<file path="config.mk">
export PLATFORM = sky130hd
export DESIGN_NAME = dsgb_ctrl
export DESIGN_NICKNAME = d
export VERILOG_FILES = /design/src/dsgb_pkg.sv /design/src/dsgb_ctrl.sv
export SDC_FILE = /design/constraint.sdc
export NUM_CORES = 1
export LEC_CHECK = 0
export BUFFER_PORTS_ARGS = -buffer_cell sky130_fd_sc_hd__clkbuf_2
export CORE_AREA = 2 2 39 41
export DETAILED_ROUTE_END_ITERATION = 10
export DIE_AREA = 0 0 41 43
export GPL_TIMING_DRIVEN = 0
export SYNTH_ARGS = -nofsm -noshare
export SYNTH_HDL_FRONTEND = slang
export SYNTH_SLANG_ARGS = --single-unit
</file>
<file path="constraint.sdc">
create_clock -name clk -period 1.8 [get_ports clk]
set_input_delay 0.36 -clock clk [delete_from_list [all_inputs] [get_ports clk]]
set_output_delay 0.36 -clock clk [all_outputs]
set_load 0.02 [all_outputs]
</file>
<file path="src/dsgb_pkg.sv">
package dsgb_pkg;
  localparam int MaxVertices = 128;
  localparam int MaxEdges = 8192;
  localparam int VW = $clog2(MaxVertices);
  localparam int CW = $clog2(MaxVertices + 1);
  localparam int EW = $clog2(MaxEdges);
  localparam int ECW = $clog2(MaxEdges + 1);

  typedef enum logic [1:0] {
    CMD_CLEAR = 2'd0,
    CMD_LOAD  = 2'd1,
    CMD_RUN   = 2'd2,
    CMD_READ  = 2'd3
  } cmd_t;

  typedef enum logic [1:0] {
    VERDICT_IMPOSSIBLE = 2'd0,
    VERDICT_UNIQUE     = 2'd1,
    VERDICT_MULTIPLE   = 2'd2,
    VERDICT_NOT_RUN    = 2'd3
  } verdict_t;

  typedef struct packed {
    logic clear;
    logic load;
    logic run_start;
    logic read;
  } dsgb_cmd_t;

  typedef struct packed {
    logic busy;
    logic done;
    logic full;
  } dsgb_stat_t;
endpackage

</file>
<file path="src/dsgb_ctrl.sv">
module dsgb_ctrl (
  input  logic                 clk,
  input  logic                 rst_n,
  input  logic                 in_valid,
  output logic                 in_ready,
  input  logic [1:0]           in_command,
  output logic                 out_valid,
  input  logic                 out_ready,
  output dsgb_pkg::dsgb_cmd_t  cmd,
  input  dsgb_pkg::dsgb_stat_t stat,
  output logic                 sel_read
);
  import dsgb_pkg::*;

  typedef enum logic [2:0] {
    S_IDLE = 3'b001,
    S_RUN  = 3'b010,
    S_OUT  = 3'b100
  } st_t;

  st_t st_r, st_nxt;
  logic take;
  logic rd_r, rd_nxt;

  assign in_ready = (st_r == S_IDLE);
  assign take = in_valid && in_ready;
  assign out_valid = (st_r == S_OUT);
  assign sel_read = rd_r;

  always_comb begin
    cmd.clear = take && in_command == CMD_CLEAR;
    cmd.load = take && in_command == CMD_LOAD;
    cmd.run_start = take && in_command == CMD_RUN;
    cmd.read = take && in_command == CMD_READ;
    st_nxt = st_r;
    rd_nxt = rd_r;
    unique case (st_r)
      S_IDLE: if (take) begin
        rd_nxt = cmd.read;
        st_nxt = cmd.run_start ? S_RUN : S_OUT;
      end
      S_RUN: if (stat.done) st_nxt = S_OUT;
      S_OUT: if (out_ready) st_nxt = S_IDLE;
      default: st_nxt = S_IDLE;
    endcase
  end

  always_ff @(posedge clk) begin
    if (!rst_n) begin
      st_r <= S_IDLE; rd_r <= 1'b0;
    end else begin
      st_r <= st_nxt; rd_r <= rd_nxt;
    end
  end

  a_hold: assert property (@(posedge clk) disable iff (!rst_n)
    (out_valid && !out_ready) |=> out_valid) else $error("result dropped");
  a_excl: assert property (@(posedge clk) disable iff (!rst_n)
    !(in_ready && out_valid)) else $error("ready during result");
  a_run: assert property (@(posedge clk) disable iff (!rst_n)
    (st_r == S_RUN && !stat.done) |=> (st_r == S_RUN || st_r == S_OUT))
    else $error("run left early");
endmodule

</file>
### Word-level counts from Yosys, hierarchy flattened

Cells that the tools add are included.

* equality and inequality tests: 9
* multiplexer cells: 5
* reductions and logical operators: 8

Operator list (number)
* 3-bit two-way mux: 4
* 3-bit case mux with 3 select lines: 1
* 1-bit logical AND: 5
* 2-bit equality test (second input constant): 2
* 2-bit by 1-bit inequality test with 1-bit output (second input constant): 2
* 3-bit by 1-bit equality test with 1-bit output (second input constant): 1
* 3-bit by 2-bit equality test with 1-bit output (second input constant): 1
* 3-bit equality test (second input constant): 1
* 3-bit AND reduction: 1
* 2-bit by 1-bit equality test with 1-bit output (second input constant): 1
* 2-bit zero test: 1
* 2-bit inequality test (second input constant): 1
* 2-bit AND reduction: 1

* register bits after elaboration: 4
* input bits: 9
* output and inout port bits: 7
* word-level logic and storage cells: 24

### Longest topological paths before layout

* depth in word-level cells: 6
* gate-level depth with buffers: 4

### Least setup slack after synthesis

No wires, ideal clock.

* path type: register -> output
* start: register st_r[1]
* end: output port cmd[2] in the netlist's numbering
* arrival: 1.205 ns
* data required time: 1.440 ns
* path slack: 0.235 ns
* cell stages (with the launch flop): 4
* path buffers: 1
* cells stage by stage: dfxtp_1 nand4bb_1 buf_2 nor3b_1

RTL lines
* from (decl): line dsgb_ctrl.sv:21 `st_t st_r, st_nxt;`
* from (signal assigned): line dsgb_ctrl.sv:52 `st_r <= st_nxt; rd_r <= rd_nxt;`
* to (decl): line dsgb_ctrl.sv:9 `output dsgb_pkg::dsgb_cmd_t cmd,`

==> summary.md <==
| Metric | Value |
|---|---|
| Status | `finished, final reports clean` |
| Grt met3 use | `0.0628` |
| RSZ-0062 raised after global routing | `false` |
| Area delta synth->final | `47.1%` |
| Post-route ant nets | `0` |
| Max incr delay on CP | `350 ps` |
| Min-Delay Startpoint | `rst_n` |
| Syn nets | `35` |
| Critical Path RT | `around 1400 ps` |
| R2r endpoint | `st_r[2]$_SDFFE_PN0P_` |
| Share of cells above drive strength 1 | `0.500` |
| Internal reg-to-reg setup slack | `620 ps` |
| # IOs | `16` |
| Fin crit share | `0.926` |
| CP Cell Sequence | `nand4bb_1, buf_4, nor3b_1, buf_2` |
| Mux cell area share after synthesis | `0` |
| Actual slew at the worst max-slew pin | `482 ps` |
| Worst path bufs/invs | `2` |
| All-Layer GR Usage | `0.0673` |
| Fin area | `348 um2` |
| Die width | `41 um` |
| R2R cell count | `3` |
| Worst-Skew Late Latency | `230 ps` |
| Final Net Count | `53` |
| Max Fanout on Critical Path | `7` |
| Worst setup SP type | `register` |
| Total number of yosys warnings | `0` |
| Gr busiest metal | `met1` |
| Netlist cell types | `18` |
| Number of global-route vias before repair | `192` |
| Largest family of logic cells by synthesized area | `simple AND/OR/NAND/NOR gates` |
| Xor and xnor fraction of the mapped netlist area | `0` |
| Worst-path clk slew | `40 ps` |
| Final wirelength | `501 um` |
| Adder-cell share of the synthesized area | `0` |
| GPL Wtd Cong | `0.713` |
| Syn avg cell area | `9.10 um2` |
| HP Class | `input pin to register` |
| GRT overflow | `0` |
| Power Density | `around 800 nW/um2` |
| Largest cells by area after synthesis | `dfxtp_1 34%, nor3b_4 7.9%, nor4b_1 7.4%` |
| Design Power | `284 uW` |
| Synthesized netlist cell count | `26` |
| Area of placed instances | `322 um2` |
| Core Footprint | `1380 um2` |
| DRT iter0 DRCs | `6` |
| Register area share after synthesis | `0.339` |
| Simple-Gate Fraction of Synth Area | `0.439` |
| Area leader, netlist | `dfxtp_1` |
| Synth Area in Compound Gates | `0.185` |
| Vias/cell | `around 4` |
| Crit path time final | `1670 ps` |
| Initial antenna violation count | `0` |
| Pre-CTS setup slack | `roughly 340 ps` |
| Fin Setup TNS | `0 ps` |
| CTS root buffer | `clkbuf_4` |
| Post-synthesis register bit count | `4` |
| Worst Setup Path Type | `register to primary output` |
| Routed len/inst | `approximately 8.6 um` |
| CP arrival | `1310 ps` |
| Port bufs | `13` |
| Most common library cell in the layout ignoring fill and taps | `clkbuf_2` |
| # DRC | `0` |
| Maximum clock path buffer count | `2` |
| Initial Utilization | `0.171` |
| Lkg Pwr | `0.000157 uW` |
| Postcts setup bufs | `0` |
| Slew Limit Fails | `0` |
| H-tree lvl count | `1` |
| Met2 usage | `0.0750` |
| FF-to-FF Start | `st_r[0]$_SDFFE_PN1P_` |
| Total CTS buffers | `3` |
| First-pass GRT wire length | `772 um` |
| CP top delay family | `simple AND/OR/NAND/NOR gates` |
| Area of the multi-input gates | `about 150 um2` |
| First-pass DRT Iterations | `4` |
| Ant. Diodes | `0` |
| Commonest cells after routing, fill and taps aside | `12 x clkbuf_2, 3 x nor2_1, 3 x clkbuf_4, 3 x dfxtp_1` |
| Row cnt | `14` |
| Via count | `237` |
| Clock Skew | `2.11 ps` |
| Worst Hold End | `st_r[1]$_SDFFE_PN0P_` |
| CP max-delay cell | `dfxtp_1` |
| Die Area | `1760 um2` |
| Setup ws final | `132 ps` |
| F_max | `600 MHz` |
| Post-DP HPWL | `393 um` |
| Die height | `43 um` |
| # fillers | `154` |
| # setup viols final | `0` |
| Max_cap viols | `0` |
| CTS tree | `done` |
| Largest net degree at the start of global routing | `8` |
| FF+latch area | `about 81 um2` |
| Met1 GRT Util | `0.100` |
| Top cell type's share of synthesized area | `0.339` |
| WHS Path Cells | `2` |
| Final Hold Viols | `0` |
| TritonCTS Sinks | `4` |
| Synthesized area | `236 um2` |
| Slew HR | `0.674` |
| Kind of end point of the critical path | `primary output` |
| Maximum VDD drop | `0.000338 V` |
-- cell usage after synthesis --
cell and n:
a21o_2 1, dfxtp_1 4, a2111oi_2 1, o21a_1 1
buf_2 1, nor3_1 1, nand2_1 2, nor2_1 3
a21oi_1 1, nor3b_4 1, nor2b_1 1, inv_1 1
nand2b_1 1, nand3_1 1, nor4b_1 2, nor3b_1 2
nand4bb_1 1, o31ai_1 1
-- where the power goes --
group	total, uW	internal [uW]	switching [uW]
Sequential	104	95.5	8.62
Clock	110	74.5	35.1
Combinational	70.5	33.9	36.6
Total	284	204	80.3
-- area by class of cell --
| cell class | instances | share of cell area |
|---|---|---|
| Multi-Input combinational cell | 20 | 0.424 |
| Sequential cell | 4 | 0.234 |
| Timing Repair Buffer | 13 | 0.187 |
| Clock buffer | 3 | 0.0647 |
| Tap cell | 16 | 0.0576 |
| Buffer | 1 | 0.0216 |
| Inverter | 1 | 0.0108 |
-- sequential cells by signal, indices dropped and copies added, names as in the netlist --
name / cells
st_r: 3
sel_read: 1
-- metrics by stage --
stage,util,std cells,hold slack (ps)
floorplan,-,26,478
global placement,0.232,55,462
detailed placement,0.232,55,467
CTS,0.249,58,374
global route,0.251,58,385
finish,0.251,58,368
-- cells by family (layout without fill, tap and decap cells) --
| kind of cell | after synthesis | in the layout |
|---|---|---|
| and+or+nand+nor | 15 | 15 |
| AOI/OAI and AO/OA | 5 | 5 |
| DFF | 4 | 4 |
| buffers and inverters | 2 | 18 |
-- how the worst max path moves through the flow --
stage / from / end / slack [ps] / depth (start not counted)
5_1_grt: st_r[2]$_SDFFE_PN0P_ / cmd[2] / 1 / 4
2_1_floorplan: st_r[1]$_SDFFE_PN0P_ / cmd[2] / 230 / 3
3_5_place_dp: st_r[1]$_SDFFE_PN0P_ / cmd[2] / 340 / 4
3_3_place_gp: st_r[1]$_SDFFE_PN0P_ / cmd[2] / 360 / 4
6_report: st_r[2]$_SDFFE_PN0P_ / cmd[2] / 130 / 4
4_1_cts: st_r[1]$_SDFFE_PN0P_ / cmd[2] / 80 / 4
-- repair_timing --
item,4_1_cts,5_1_grt
hold buffers,0,0
setup endpoints to repair,0,2
gates resized for setup,0,3
-- layer usage --
metal	wire [um]	up-vias
met2	167	16
met5	0	-
met1	261	92
li1	-	129
met3	72	0
met4	0	0
No activity file was read; power rests on OpenSTA's default activity.
